[config.mk]
export PLATFORM = sky130hd
export DESIGN_NAME = sized_buffer_pool_with_idle_eviction_unit
export DESIGN_NICKNAME = d
export VERILOG_FILES = /design/src/rtl/core/sbp_pkg.sv /design/src/rtl/core/sbp_ram.sv /design/src/rtl/core/sbp_class_tbl.sv /design/src/rtl/core/sized_buffer_pool_with_idle_eviction_unit.sv
export VERILOG_INCLUDE_DIRS = /design/src /design/src/rtl/core
export SDC_FILE = /design/constraint.sdc
export NUM_CORES = 2
export LEC_CHECK = 0
export BUFFER_PORTS_ARGS = -buffer_cell sky130_fd_sc_hd__buf_4
export CELL_PAD_IN_SITES_DETAIL_PLACEMENT = 0
export CELL_PAD_IN_SITES_GLOBAL_PLACEMENT = 2
export CORE_MARGIN = 1
export CORE_UTILIZATION = 47
export CTS_CLUSTER_DIAMETER = 60
export CTS_CLUSTER_SIZE = 16
export DETAILED_ROUTE_END_ITERATION = 8
export HOLD_SLACK_MARGIN = 0.06
export PLACE_DENSITY = 0.81
export SLEW_MARGIN = 20
export SYNTH_ARGS = -nofsm -noshare
export SYNTH_HDL_FRONTEND = slang
export SYNTH_HIERARCHICAL = 1
export SYNTH_SLANG_ARGS = --single-unit
[constraint.sdc]
create_clock -name clk -period 11.2 [get_ports clk]
set_input_delay 2.24 -clock clk [delete_from_list [all_inputs] [get_ports clk]]
set_output_delay 2.24 -clock clk [all_outputs]
set_load 0.01 [all_outputs]
[src/rtl/core/sized_buffer_pool_with_idle_eviction_unit_defines.svh]
// ----------------------------------------------------------------------------
// Sized buffer pool: assertion macros
// Shared concurrent assertion forms, clocked on clk and idle in reset.
// ----------------------------------------------------------------------------
`ifndef SIZED_BUFFER_POOL_WITH_IDLE_EVICTION_UNIT_DEFINES_SVH
`define SIZED_BUFFER_POOL_WITH_IDLE_EVICTION_UNIT_DEFINES_SVH

// same-cycle implication
`define SBP_ASSERT_IMP(lbl, ante, cons) \
    lbl: assert property (@(posedge clk) disable iff (!rst_n) (ante) |-> (cons)) \
        else $error("sbp assertion failed");

// next-cycle implication
`define SBP_ASSERT_NXT(lbl, ante, cons) \
    lbl: assert property (@(posedge clk) disable iff (!rst_n) (ante) |=> (cons)) \
        else $error("sbp assertion failed");

`endif

[src/rtl/core/sbp_pkg.sv]
// ----------------------------------------------------------------------------
// Sized buffer pool package
// Widths, field codes and control types shared by the pool modules.
// ----------------------------------------------------------------------------
package sbp_pkg;

    localparam int SLOTS_DEF   = 64;
    localparam int CLASSES_DEF = 16;

    localparam int DIM_W    = 13;
    localparam int HANDLE_W = 6;
    localparam int STATUS_W = 3;
    localparam int KIND_W   = 2;
    localparam int LIMIT_W  = 16;
    localparam int IDLE_W   = 17;

    localparam int S_DATA_W = 32;
    localparam int S_USER_W = KIND_W;
    localparam int M_DATA_W = 16;
    localparam int CFG_IDX_W = 1;

    localparam logic [IDLE_W-1:0] IDLE_MAX = {IDLE_W{1'b1}};

    localparam logic [LIMIT_W-1:0] CLASS_LIMIT_RST = 16'd600;
    localparam logic [LIMIT_W-1:0] SLOT_LIMIT_RST  = 16'd1200;

    // request kinds
    localparam logic [KIND_W-1:0] KIND_GET    = 2'd0;
    localparam logic [KIND_W-1:0] KIND_GIVE   = 2'd1;
    localparam logic [KIND_W-1:0] KIND_CLEAR  = 2'd2;
    localparam logic [KIND_W-1:0] KIND_UNUSED = 2'd3;

    // result status codes
    localparam logic [STATUS_W-1:0] ST_REUSED   = 3'd0;
    localparam logic [STATUS_W-1:0] ST_NEW      = 3'd1;
    localparam logic [STATUS_W-1:0] ST_FULL     = 3'd2;
    localparam logic [STATUS_W-1:0] ST_RETURNED = 3'd3;
    localparam logic [STATUS_W-1:0] ST_UNKNOWN  = 3'd4;
    localparam logic [STATUS_W-1:0] ST_CLEARED  = 3'd5;

    // configuration register indexes
    localparam logic [CFG_IDX_W-1:0] REG_CLASS_LIMIT = 1'd0;
    localparam logic [CFG_IDX_W-1:0] REG_SLOT_LIMIT  = 1'd1;

    // class table commands
    typedef struct packed {
        logic claim;
        logic age;
        logic clear;
    } cls_cmd_t;

    function automatic logic [IDLE_W-1:0] sat_inc(input logic [IDLE_W-1:0] v);
        sat_inc = (v == IDLE_MAX) ? v : v + 1'b1;
    endfunction

endpackage

[src/rtl/core/sbp_ram.sv]
// ----------------------------------------------------------------------------
// Generic RAM
// One write port, one read port, registered read data.
// ----------------------------------------------------------------------------
module sbp_ram #(
    parameter int WIDTH = 8,
    parameter int DEPTH = 64
) (
    input  logic                     clk,
    input  logic                     we,
    input  logic [$clog2(DEPTH)-1:0] waddr,
    input  logic [WIDTH-1:0]         wdata,
    input  logic [$clog2(DEPTH)-1:0] raddr,
    output logic [WIDTH-1:0]         rdata
);

    logic [WIDTH-1:0] mem [DEPTH];

    // write and registered read
    always_ff @(posedge clk)
    begin
        if (we)
        begin
            mem[waddr] <= wdata;
        end
        rdata <= mem[raddr];
    end

endmodule

[src/rtl/core/sbp_class_tbl.sv]
// ----------------------------------------------------------------------------
// Size class table
// Holds the size classes, ages them and marks classes for eviction.
// ----------------------------------------------------------------------------
module sbp_class_tbl #(
    parameter int CLASSES = 16,
    parameter int CW      = 4
) (
    input  logic                          clk,
    input  logic                          rst_n,
    input  sbp_pkg::cls_cmd_t             cmd,
    input  logic [CW-1:0]                 rd_idx,
    output logic                          rd_valid,
    output logic [sbp_pkg::DIM_W-1:0]     rd_w,
    output logic [sbp_pkg::DIM_W-1:0]     rd_h,
    input  logic [CW-1:0]                 wr_idx,
    input  logic [sbp_pkg::DIM_W-1:0]     wr_w,
    input  logic [sbp_pkg::DIM_W-1:0]     wr_h,
    input  logic [CLASSES-1:0]            busy_mask,
    input  logic [sbp_pkg::LIMIT_W-1:0]   idle_limit,
    output logic [CLASSES-1:0]            evict_mask
);
    import sbp_pkg::*;

    logic [CLASSES-1:0] valid_reg, valid_next;
    logic [IDLE_W-1:0]  idle_reg [CLASSES];
    logic [IDLE_W-1:0]  idle_next [CLASSES];
    logic [CLASSES-1:0] evict_reg, evict_next;
    logic [DIM_W-1:0]   w_reg [CLASSES];
    logic [DIM_W-1:0]   h_reg [CLASSES];
    logic [IDLE_W-1:0]  aged;

    assign rd_valid   = valid_reg[rd_idx];
    assign rd_w       = w_reg[rd_idx];
    assign rd_h       = h_reg[rd_idx];
    assign evict_mask = evict_reg;

    // claim, clear and the aging round over all classes
    always_comb
    begin
        valid_next = valid_reg;
        idle_next  = idle_reg;
        evict_next = evict_reg;
        aged       = '0;
        if (cmd.clear)
        begin
            valid_next = '0;
        end
        else if (cmd.claim)
        begin
            valid_next[wr_idx] = 1'b1;
            idle_next[wr_idx]  = '0;
        end
        else if (cmd.age)
        begin
            for (int c = 0; c < CLASSES; c++)
            begin
                aged          = busy_mask[c] ? '0 : sat_inc(idle_reg[c]);
                evict_next[c] = valid_reg[c] && !busy_mask[c] &&
                                (aged > IDLE_W'(idle_limit));
                if (valid_reg[c])
                begin
                    idle_next[c] = evict_next[c] ? '0 : aged;
                end
                if (evict_next[c])
                begin
                    valid_next[c] = 1'b0;
                end
            end
        end
    end

    // control state
    always_ff @(posedge clk or negedge rst_n)
    begin
        if (!rst_n)
        begin
            valid_reg <= '0;
            evict_reg <= '0;
            for (int c = 0; c < CLASSES; c++)
            begin
                idle_reg[c] <= '0;
            end
        end
        else
        begin
            valid_reg <= valid_next;
            evict_reg <= evict_next;
            idle_reg  <= idle_next;
        end
    end

    // class sizes
    always_ff @(posedge clk)
    begin
        if (cmd.claim && !cmd.clear)
        begin
            w_reg[wr_idx] <= wr_w;
            h_reg[wr_idx] <= wr_h;
        end
    end

endmodule

[src/rtl/core/sized_buffer_pool_with_idle_eviction_unit.sv]
// ----------------------------------------------------------------------------
// Sized buffer pool with idle eviction
// Slot allocator keyed by buffer size, with idle ageing and eviction.
// ----------------------------------------------------------------------------
// One request at a time. For a get the class table is searched one entry a
// cycle, then the slot memories are walked one slot a cycle twice, once to
// find a slot and once to age and evict, since slot class and idle counts
// sit in RAMs with a single read port. A give-back, a clear or an unused
// kind goes straight to the response. The result is held in an output
// register; the next request is taken while it waits.
`include "sized_buffer_pool_with_idle_eviction_unit_defines.svh"

module sized_buffer_pool_with_idle_eviction_unit #(
    parameter int SLOTS   = sbp_pkg::SLOTS_DEF,
    parameter int CLASSES = sbp_pkg::CLASSES_DEF
) (
    input  logic                            clk,
    input  logic                            rst_n,
    input  logic                            s_tvalid,
    output logic                            s_tready,
    // [12:0] req_width, [25:13] req_height, [31:26] handle_in
    input  logic [sbp_pkg::S_DATA_W-1:0]    s_tdata,
    // [1:0] kind
    input  logic [sbp_pkg::S_USER_W-1:0]    s_tuser,
    output logic                            m_tvalid,
    input  logic                            m_tready,
    // [5:0] handle_out, [8:6] status, [15:9] zero
    output logic [sbp_pkg::M_DATA_W-1:0]    m_tdata,
    input  logic                            cfg_valid,
    output logic                            cfg_ready,
    input  logic [sbp_pkg::CFG_IDX_W-1:0]   cfg_index,
    input  logic [sbp_pkg::LIMIT_W-1:0]     cfg_data
);
    import sbp_pkg::*;

    localparam int SW   = $clog2(SLOTS);
    localparam int CW   = (CLASSES > 1) ? $clog2(CLASSES) : 1;
    localparam int MAXN = (SLOTS > CLASSES) ? SLOTS : CLASSES;
    localparam int CNTW = $clog2(MAXN + 1);

    typedef enum logic [6:0] {
        S_IDLE  = 7'b0000001,
        S_CSCAN = 7'b0000010,
        S_SSCAN = 7'b0000100,
        S_CLAIM = 7'b0001000,
        S_CAGE  = 7'b0010000,
        S_SPASS = 7'b0100000,
        S_RESP  = 7'b1000000
    } state_t;

    state_t             state_reg, state_next;
    logic [CNTW-1:0]    cnt_reg, cnt_next;
    logic [DIM_W-1:0]   req_w_reg, req_w_next, req_h_reg, req_h_next;
    logic               match_f_reg, match_f_next, ecls_f_reg, ecls_f_next;
    logic [CW-1:0]      match_reg, match_next, ecls_reg, ecls_next;
    logic               free_f_reg, free_f_next, empty_f_reg, empty_f_next;
    logic [SW-1:0]      free_reg, free_next, empty_reg, empty_next;
    logic [CLASSES-1:0] busy_mask_reg, busy_mask_next;
    logic [SLOTS-1:0]   valid_reg, valid_next, busy_reg, busy_next;
    logic [HANDLE_W-1:0] res_handle_reg, res_handle_next;
    logic [STATUS_W-1:0] res_status_reg, res_status_next;
    logic               m_valid_reg, m_valid_next;
    logic [M_DATA_W-1:0] m_data_reg, m_data_next;
    logic [LIMIT_W-1:0] cls_limit_reg, slot_limit_reg;

    // request fields
    logic [DIM_W-1:0]    in_w, in_h;
    logic [HANDLE_W-1:0] in_hdl;
    logic                hdl_ok;
    logic [SW-1:0]       hdl_idx;
    logic [SW-1:0]       p_idx;

    // slot memories
    logic               cls_we, idle_we;
    logic [SW-1:0]      cls_waddr, idle_waddr;
    logic [CW-1:0]      cls_wdata, cls_rdata;
    logic [IDLE_W-1:0]  idle_wdata, idle_rdata, idle_aged;

    // class table link
    cls_cmd_t           ccmd;
    logic               crd_valid;
    logic [DIM_W-1:0]   crd_w, crd_h;
    logic [CLASSES-1:0] evict_mask;

    assign in_w     = s_tdata[12:0];
    assign in_h     = s_tdata[25:13];
    assign in_hdl   = s_tdata[31:26];
    assign hdl_ok   = 32'(in_hdl) < 32'(SLOTS);
    assign hdl_idx  = SW'(in_hdl);
    assign p_idx    = SW'(cnt_reg - 1'b1);
    assign idle_aged = busy_reg[p_idx] ? '0 : sat_inc(idle_rdata);

    assign s_tready  = (state_reg == S_IDLE);
    assign m_tvalid  = m_valid_reg;
    assign m_tdata   = m_data_reg;
    assign cfg_ready = 1'b1;

    sbp_ram #(.WIDTH(CW), .DEPTH(SLOTS)) u_cls_ram (
        .clk   (clk),
        .we    (cls_we),
        .waddr (cls_waddr),
        .wdata (cls_wdata),
        .raddr (cnt_reg[SW-1:0]),
        .rdata (cls_rdata)
    );

    sbp_ram #(.WIDTH(IDLE_W), .DEPTH(SLOTS)) u_idle_ram (
        .clk   (clk),
        .we    (idle_we),
        .waddr (idle_waddr),
        .wdata (idle_wdata),
        .raddr (cnt_reg[SW-1:0]),
        .rdata (idle_rdata)
    );

    sbp_class_tbl #(.CLASSES(CLASSES), .CW(CW)) u_class_tbl (
        .clk        (clk),
        .rst_n      (rst_n),
        .cmd        (ccmd),
        .rd_idx     (cnt_reg[CW-1:0]),
        .rd_valid   (crd_valid),
        .rd_w       (crd_w),
        .rd_h       (crd_h),
        .wr_idx     (ecls_reg),
        .wr_w       (req_w_reg),
        .wr_h       (req_h_reg),
        .busy_mask  (busy_mask_reg),
        .idle_limit (cls_limit_reg),
        .evict_mask (evict_mask)
    );

    // sequencer
    always_comb
    begin
        state_next      = state_reg;
        cnt_next        = cnt_reg;
        req_w_next      = req_w_reg;
        req_h_next      = req_h_reg;
        match_f_next    = match_f_reg;
        match_next      = match_reg;
        ecls_f_next     = ecls_f_reg;
        ecls_next       = ecls_reg;
        free_f_next     = free_f_reg;
        free_next       = free_reg;
        empty_f_next    = empty_f_reg;
        empty_next      = empty_reg;
        busy_mask_next  = busy_mask_reg;
        valid_next      = valid_reg;
        busy_next       = busy_reg;
        res_handle_next = res_handle_reg;
        res_status_next = res_status_reg;
        m_valid_next    = m_valid_reg && !m_tready;
        m_data_next     = m_data_reg;
        cls_we          = 1'b0;
        cls_waddr       = empty_reg;
        cls_wdata       = match_reg;
        idle_we         = 1'b0;
        idle_waddr      = p_idx;
        idle_wdata      = '0;
        ccmd            = '0;

        case (state_reg)
            S_IDLE:
            begin
                if (s_tvalid)
                begin
                    req_w_next      = in_w;
                    req_h_next      = in_h;
                    cnt_next        = '0;
                    res_handle_next = '0;
                    case (s_tuser)
                        KIND_GET:
                        begin
                            match_f_next   = 1'b0;
                            ecls_f_next    = 1'b0;
                            free_f_next    = 1'b0;
                            empty_f_next   = 1'b0;
                            busy_mask_next = '0;
                            state_next     = S_CSCAN;
                        end
                        KIND_GIVE:
                        begin
                            if (hdl_ok && valid_reg[hdl_idx])
                            begin
                                busy_next[hdl_idx] = 1'b0;
                                idle_we            = 1'b1;
                                idle_waddr         = hdl_idx;
                                res_status_next    = ST_RETURNED;
                            end
                            else
                            begin
                                res_status_next = ST_UNKNOWN;
                            end
                            state_next = S_RESP;
                        end
                        KIND_CLEAR:
                        begin
                            valid_next      = '0;
                            busy_next       = '0;
                            ccmd.clear      = 1'b1;
                            res_status_next = ST_CLEARED;
                            state_next      = S_RESP;
                        end
                        default:
                        begin
                            res_status_next = ST_UNKNOWN;
                            state_next      = S_RESP;
                        end
                    endcase
                end
            end
            // class search, one entry a cycle
            S_CSCAN:
            begin
                if (crd_valid && crd_w == req_w_reg && crd_h == req_h_reg && !match_f_reg)
                begin
                    match_f_next = 1'b1;
                    match_next   = cnt_reg[CW-1:0];
                end
                if (!crd_valid && !ecls_f_reg)
                begin
                    ecls_f_next = 1'b1;
                    ecls_next   = cnt_reg[CW-1:0];
                end
                if (cnt_reg == CNTW'(CLASSES - 1))
                begin
                    cnt_next   = '0;
                    state_next = S_SSCAN;
                end
                else
                begin
                    cnt_next = cnt_reg + 1'b1;
                end
            end
            // slot search; RAM read data belongs to the previous address
            S_SSCAN:
            begin
                if (cnt_reg != '0)
                begin
                    if (!valid_reg[p_idx] && !empty_f_reg)
                    begin
                        empty_f_next = 1'b1;
                        empty_next   = p_idx;
                    end
                    if (valid_reg[p_idx] && !busy_reg[p_idx] && match_f_reg &&
                        cls_rdata == match_reg && !free_f_reg)
                    begin
                        free_f_next = 1'b1;
                        free_next   = p_idx;
                    end
                    if (valid_reg[p_idx] && busy_reg[p_idx])
                    begin
                        busy_mask_next[cls_rdata] = 1'b1;
                    end
                end
                if (cnt_reg == CNTW'(SLOTS))
                begin
                    state_next = S_CLAIM;
                end
                else
                begin
                    cnt_next = cnt_reg + 1'b1;
                end
            end
            // grant or claim
            S_CLAIM:
            begin
                res_status_next = ST_FULL;
                if (match_f_reg && free_f_reg)
                begin
                    busy_next[free_reg]       = 1'b1;
                    busy_mask_next[match_reg] = 1'b1;
                    res_handle_next           = HANDLE_W'(free_reg);
                    res_status_next           = ST_REUSED;
                end
                else if (empty_f_reg && (match_f_reg || ecls_f_reg))
                begin
                    valid_next[empty_reg] = 1'b1;
                    busy_next[empty_reg]  = 1'b1;
                    cls_we                = 1'b1;
                    idle_we               = 1'b1;
                    idle_waddr            = empty_reg;
                    if (match_f_reg)
                    begin
                        busy_mask_next[match_reg] = 1'b1;
                    end
                    else
                    begin
                        cls_wdata                = ecls_reg;
                        ccmd.claim               = 1'b1;
                        busy_mask_next[ecls_reg] = 1'b1;
                    end
                    res_handle_next = HANDLE_W'(empty_reg);
                    res_status_next = ST_NEW;
                end
                cnt_next   = '0;
                state_next = S_CAGE;
            end
            S_CAGE:
            begin
                ccmd.age   = 1'b1;
                cnt_next   = '0;
                state_next = S_SPASS;
            end
            // slot ageing and eviction
            S_SPASS:
            begin
                if (cnt_reg != '0 && valid_reg[p_idx])
                begin
                    if (evict_mask[cls_rdata] || idle_aged > IDLE_W'(slot_limit_reg))
                    begin
                        valid_next[p_idx] = 1'b0;
                        busy_next[p_idx]  = 1'b0;
                    end
                    else
                    begin
                        idle_we    = 1'b1;
                        idle_wdata = idle_aged;
                    end
                end
                if (cnt_reg == CNTW'(SLOTS))
                begin
                    state_next = S_RESP;
                end
                else
                begin
                    cnt_next = cnt_reg + 1'b1;
                end
            end
            S_RESP:
            begin
                if (!m_valid_reg || m_tready)
                begin
                    m_valid_next = 1'b1;
                    m_data_next  = M_DATA_W'({res_status_reg, res_handle_reg});
                    state_next   = S_IDLE;
                end
            end
            default:
            begin
                state_next = S_IDLE;
            end
        endcase
    end

    // control state
    always_ff @(posedge clk or negedge rst_n)
    begin
        if (!rst_n)
        begin
            state_reg   <= S_IDLE;
            cnt_reg     <= '0;
            valid_reg   <= '0;
            busy_reg    <= '0;
            m_valid_reg <= 1'b0;
            match_f_reg <= 1'b0;
            ecls_f_reg  <= 1'b0;
            free_f_reg  <= 1'b0;
            empty_f_reg <= 1'b0;
            busy_mask_reg <= '0;
        end
        else
        begin
            state_reg   <= state_next;
            cnt_reg     <= cnt_next;
            valid_reg   <= valid_next;
            busy_reg    <= busy_next;
            m_valid_reg <= m_valid_next;
            match_f_reg <= match_f_next;
            ecls_f_reg  <= ecls_f_next;
            free_f_reg  <= free_f_next;
            empty_f_reg <= empty_f_next;
            busy_mask_reg <= busy_mask_next;
        end
    end

    // payload
    always_ff @(posedge clk)
    begin
        req_w_reg      <= req_w_next;
        req_h_reg      <= req_h_next;
        match_reg      <= match_next;
        ecls_reg       <= ecls_next;
        free_reg       <= free_next;
        empty_reg      <= empty_next;
        res_handle_reg <= res_handle_next;
        res_status_reg <= res_status_next;
        m_data_reg     <= m_data_next;
    end

    // configuration registers
    always_ff @(posedge clk or negedge rst_n)
    begin
        if (!rst_n)
        begin
            cls_limit_reg  <= CLASS_LIMIT_RST;
            slot_limit_reg <= SLOT_LIMIT_RST;
        end
        else if (cfg_valid)
        begin
            case (cfg_index)
                REG_CLASS_LIMIT: cls_limit_reg  <= cfg_data;
                REG_SLOT_LIMIT:  slot_limit_reg <= cfg_data;
                default:         ;
            endcase
        end
    end

    // a busy slot is always a live slot
    `SBP_ASSERT_IMP(a_busy_valid, 1'b1, (busy_reg & ~valid_reg) == '0)
    // a class with a busy slot is never evicted
    `SBP_ASSERT_IMP(a_evict_idle, state_reg == S_SPASS, (evict_mask & busy_mask_reg) == '0)
    // an accepted request takes the sequencer out of idle
    `SBP_ASSERT_NXT(a_accept_busy, s_tvalid && s_tready, !s_tready)

endmodule

==> run summary <==
The run finished with clean final reports. The maximum cell stage delay along the critical path came out at 920 ps. The endpoint identified for the worst register-to-register timing path is u_idle_ram/mem[0][8].

After clock tree synthesis, the clock-pin slew on the worst setup and hold paths is 70 ps. The total number of vias came out at 70900. The number of maximum-capacitance constraint violations came out at 0. For this design the total switching power over the nets is between 5000 and 6000 uW. The sequential element share of the synthesized area came out at approximately 61%. In this design, the critical path's most frequently occurring cell is sky130_fd_sc_hd__nor2_1.

The setup TNS is 0 ps. The highest-delay cell along the critical path is sky130_fd_sc_hd__dfrtp_4. The clock passes through at most 3 buffers. The wire length of the first global-routing pass came out at between 400 and 500 mm. The total standard cell area after synthesis is between 100000 and 150000 sq um. The dominant delay contributor by cell family on the critical path is simple AND/OR/NAND/NOR gates.

The global route total overflow came out at 0. The cell count after placement came out at 11100. The width of the chip is between 400 and 500 um. The internal cell power is ~14000 uW.

The final-report hold violation count is 0. The die area came out at 237000 sq um. In the synthesized netlist the dominant register cell turns out to be sky130_fd_sc_hd__edfxtp_1. Setup repair after global routing left no endpoint under its margin. The aggregate global-route resource usage is about a quarter. Detailed placement finished with a half-perimeter wire length of 199 mm. The number of standard-cell rows in the floorplan came out at about 180. Leaving out fill and tap cells, the most frequent cells in the layout are sky130_fd_sc_hd__edfxtp_1, sky130_fd_sc_hd__nor2_1, sky130_fd_sc_hd__nand2_1, sky130_fd_sc_hd__dfrtp_1, sky130_fd_sc_hd__mux4_2. The combinational cell fraction of total power came out at roughly 12%. The share of total power in the clock network is roughly 36%.

The final count of negative-setup-slack endpoints came out at 0. The portion of total power attributed to sequential cells is between 50% and 60%. The worst path required time came out at approximately 12000 ps. Leaving out fill and tap cells, the most frequent cell in the layout is sky130_fd_sc_hd__edfxtp_1. The fmax is approximately 110 MHz. The net total in the final layout is 8496. The number of I/O port buffers came out at 66. Measured along the y axis, the die boundary spans 487 um. The cell count after synthesis came out at roughly 8000. In this run the count of I/O pins placed on the die edge is 75.

The number of buffers added to fix hold violations after cts is 0. The via count normalized by instance count came out at just over 6. The number of filler instances in the final layout is between 15000 and 20000. The peak fanout along the critical path came out at 41.

After synthesis, the largest area contributor takes up between 40 and 50% of total cell area. The static power due to leakage came out at between 0.04 and 0.05 uW. The via count of the first global-routing pass was 69500. The summed area of non-filler cells in the final layout came out at around 120000 sq um. The average size of a mapped cell is between 10 and 15 sq um. The worst register-to-register path begins at cnt_reg[0]. The total number of yosys warnings came out at 6. The arrival time of the worst setup path is approximately 9500 ps. The DRC violation count after routing is 0. By area the synthesized netlist is led by sky130_fd_sc_hd__edfxtp_1, sky130_fd_sc_hd__dfrtp_1, sky130_fd_sc_hd__mux4_2. The number of flip-flops in the largest register is ~1100. The detailed router finished its first iteration with approximately 7400 violations.

The path class of the tightest hold or removal check is flop to flop. The total wirelength of the detailed-routed design is approximately 310 mm. The worst setup path is launched from a flop. The final weighted congestion of routability-driven global placement came out at 0.912. Of all cell types, the one taking the most synthesized area is sky130_fd_sc_hd__edfxtp_1. After detailed routing, the average wire length per cell comes to roughly 27 um.

The total design power came out at 19100 uW. The worst setup path is captured at a flop. The relative slew slack came out at between 15 and 20%. The number of H-tree levels is 4. The max-slew violation count came to 0.

The total of flip-flops plus latches after synthesis came out at about 2300. The async set-reset flop share out of synthesis came out at around a fifth. The transition time of the tightest slew-check pin is 1240 ps. The worst clock skew came out at just over 80 ps. The shortest period the worst path allows is 8980 ps. The setup fix buffers added after clock tree synthesis is 0. The core box area came out at ~230000 sq um. In the final layout, the share of cells above drive strength 1 is 14.8%.

TritonCTS built the clock tree. The initial core utilization came out at 47.4%. The portion of the clock cycle consumed by the worst path in the final layout is 80.2%.

The critical path buffer and inverter count is 4. The root cell of the clock tree is sky130_fd_sc_hd__clkbuf_16. The depth of the most critical reg-to-reg path came out at 22. The number of flops mapped to enable cells by yosys came out at approximately 1800. After the flow finishes, the layout carries non-filler instances totaling about 11000. The startpoint-to-endpoint class of the critical path is flop to flop. Post-CTS repair changed the size of 0 cells.

The distinct cell type count after synthesis came out at around 110. Counting the buffers created by CTS gives 197. The remaining antenna violation count after routing came out at 0.

The largest net degree at the start of global routing came out at around 150. The switching share of power is about a quarter. The number of iterations in the first detailed-routing pass came out at 6. The worst-case register-to-register setup slack is between 2000 and 2500 ps. The signal on the critical path passes through clkinv_1, ha_2, xnor2_4, inv_2, mux4_2, mux2_2, a2111oi_2, nand4_1, buf_4, nor2_1, ha_1, a211oi_1, nor2_1, o31ai_1, a31oi_1, nor2_1, nand3_1, nand2b_1, nor2b_1, nand2_1, nor2_1, buf_4. At the later pin of the worst-skew pair, clock insertion delay measures slightly below 900 ps. The hold path startpoint is res_handle_reg[1].

The power per cell area came out at between 150 and 200 nW/um^2. The path with the worst hold slack has its endpoint at m_tdata[1]. The total number of clock tree sinks came out at 2344.

The number of antenna violations at the first check in global routing is 4. After detailed placement, the total cell area comes to 115000 sq um. The area growth from synthesis to final layout is 9.95%. The worst-case vdd ir drop came out at between 0.1 and 0.15 mV. The number of cells traversed by the worst hold path came out at 0.
## power by group through the flow
stage / clock network, uW / logic (uW) / registers, uW
4_1_cts: 7060 / 2370 / 9770
3_3_place_gp: 0 / 2340 / 9950
3_5_place_dp: 0 / 2360 / 9960
2_1_floorplan: 0 / 1630 / 9840
5_1_grt: 7380 / 2550 / 9800
6_report: 6920 / 2370 / 9770
## synthesized netlist by cell type, types with 102 or more instances
library cell / instances
sky130_fd_sc_hd__edfxtp_1: 1824
sky130_fd_sc_hd__nor2_1: 677
sky130_fd_sc_hd__nand2_1: 555
sky130_fd_sc_hd__dfrtp_1: 490
sky130_fd_sc_hd__mux4_2: 438
sky130_fd_sc_hd__a21oi_1: 434
sky130_fd_sc_hd__ha_1: 294
sky130_fd_sc_hd__clkbuf_1: 271
sky130_fd_sc_hd__o21ai_0: 243
sky130_fd_sc_hd__nand3_1: 221
sky130_fd_sc_hd__mux2i_1: 205
sky130_fd_sc_hd__a31oi_1: 166
sky130_fd_sc_hd__xor2_1: 131
sky130_fd_sc_hd__inv_1: 126
sky130_fd_sc_hd__nor3_1: 125
sky130_fd_sc_hd__nand4_1: 110
sky130_fd_sc_hd__xnor2_1: 107
sky130_fd_sc_hd__nor2b_1: 102
## stage by stage
stage | worst slack [ps] | utilization [%] | hold WS [ps]
after global routing | 1850 | 52.1 | 452
after CTS | 2240 | 52.1 | 440
after floorplan | 2160 | - | 400
after detailed placement | 2250 | 49.4 | 423
final | 2220 | 52.1 | 433
after global placement | 2280 | 49.4 | 410
## per-layer routing
layer  GRT usage, %  vias to the layer above  wire length (um)
met5              0                        -                 0
met1           37.2                    36200            133000
met2           42.6                     2724            149000
met3           3.55                      486             21700
met4           7.71                        0              9120
li1               -                    31500                 -
## worst reg2reg max path: stages (launching register included)
cell and delay, ps:
sky130_fd_sc_hd__dfrtp_4 920, sky130_fd_sc_hd__clkinv_1 600, sky130_fd_sc_hd__ha_2 490, sky130_fd_sc_hd__xnor2_4 170, sky130_fd_sc_hd__inv_2 530, sky130_fd_sc_hd__mux4_2 420
sky130_fd_sc_hd__mux2_2 280, sky130_fd_sc_hd__a2111oi_2 560, sky130_fd_sc_hd__nand4_1 160, sky130_fd_sc_hd__buf_4 320, sky130_fd_sc_hd__nor2_1 270, sky130_fd_sc_hd__ha_1 260
sky130_fd_sc_hd__a211oi_1 230, sky130_fd_sc_hd__nor2_1 80, sky130_fd_sc_hd__o31ai_1 240, sky130_fd_sc_hd__a31oi_1 360, sky130_fd_sc_hd__nor2_1 320, sky130_fd_sc_hd__nand3_1 250
sky130_fd_sc_hd__nand2b_1 300, sky130_fd_sc_hd__nor2b_1 290, sky130_fd_sc_hd__nand2_1 590, sky130_fd_sc_hd__nor2_1 690, sky130_fd_sc_hd__buf_4 330
## cells by family (layout without fill, tap and decap cells)
family,Yosys count,count (layout),share of synthesized area (%)
flip-flops,2344,2344,61.2
AND/OR/NAND/NOR,2299,2299,10.2
AO/OA/AOI/OAI,1580,1580,9.37
multiplexers,712,712,11.6
buffers and inverters,566,739,2.32
adder cells (fa/ha/maj),294,294,3.33
XOR/XNOR,239,239,1.91
other,2,76,0.00679
## worst max path at each step
stage	cells past startpoint	from	slack, ps	to
2_1_floorplan	20	cnt_reg[0]	2160	u_idle_ram/mem[0][12]
3_3_place_gp	21	cnt_reg[0]	2280	u_idle_ram/mem[58][2]
3_5_place_dp	21	cnt_reg[0]	2250	u_idle_ram/mem[58][2]
4_1_cts	21	cnt_reg[0]	2240	u_idle_ram/mem[58][5]
5_1_grt	21	cnt_reg[0]	1850	u_idle_ram/mem[58][5]
6_report	22	cnt_reg[0]	2220	u_idle_ram/mem[0][8]
## cell type report
cell class / count / area [sq um] / area share (%)
Sequential cell: 2344 / 67700 / 55.7
Multi-Input combinational cell: 5196 / 40900 / 33.7
Clock buffer: 264 / 5390 / 4.43
Tap cell: 3132 / 3920 / 3.22
Timing Repair Buffer: 277 / 2170 / 1.79
Clock inverter: 68 / 923 / 0.760
Inverter: 130 / 488 / 0.402
Antenna cell: 4 / 10.0 / 0.00824
(Power assumes the default switching activity.)
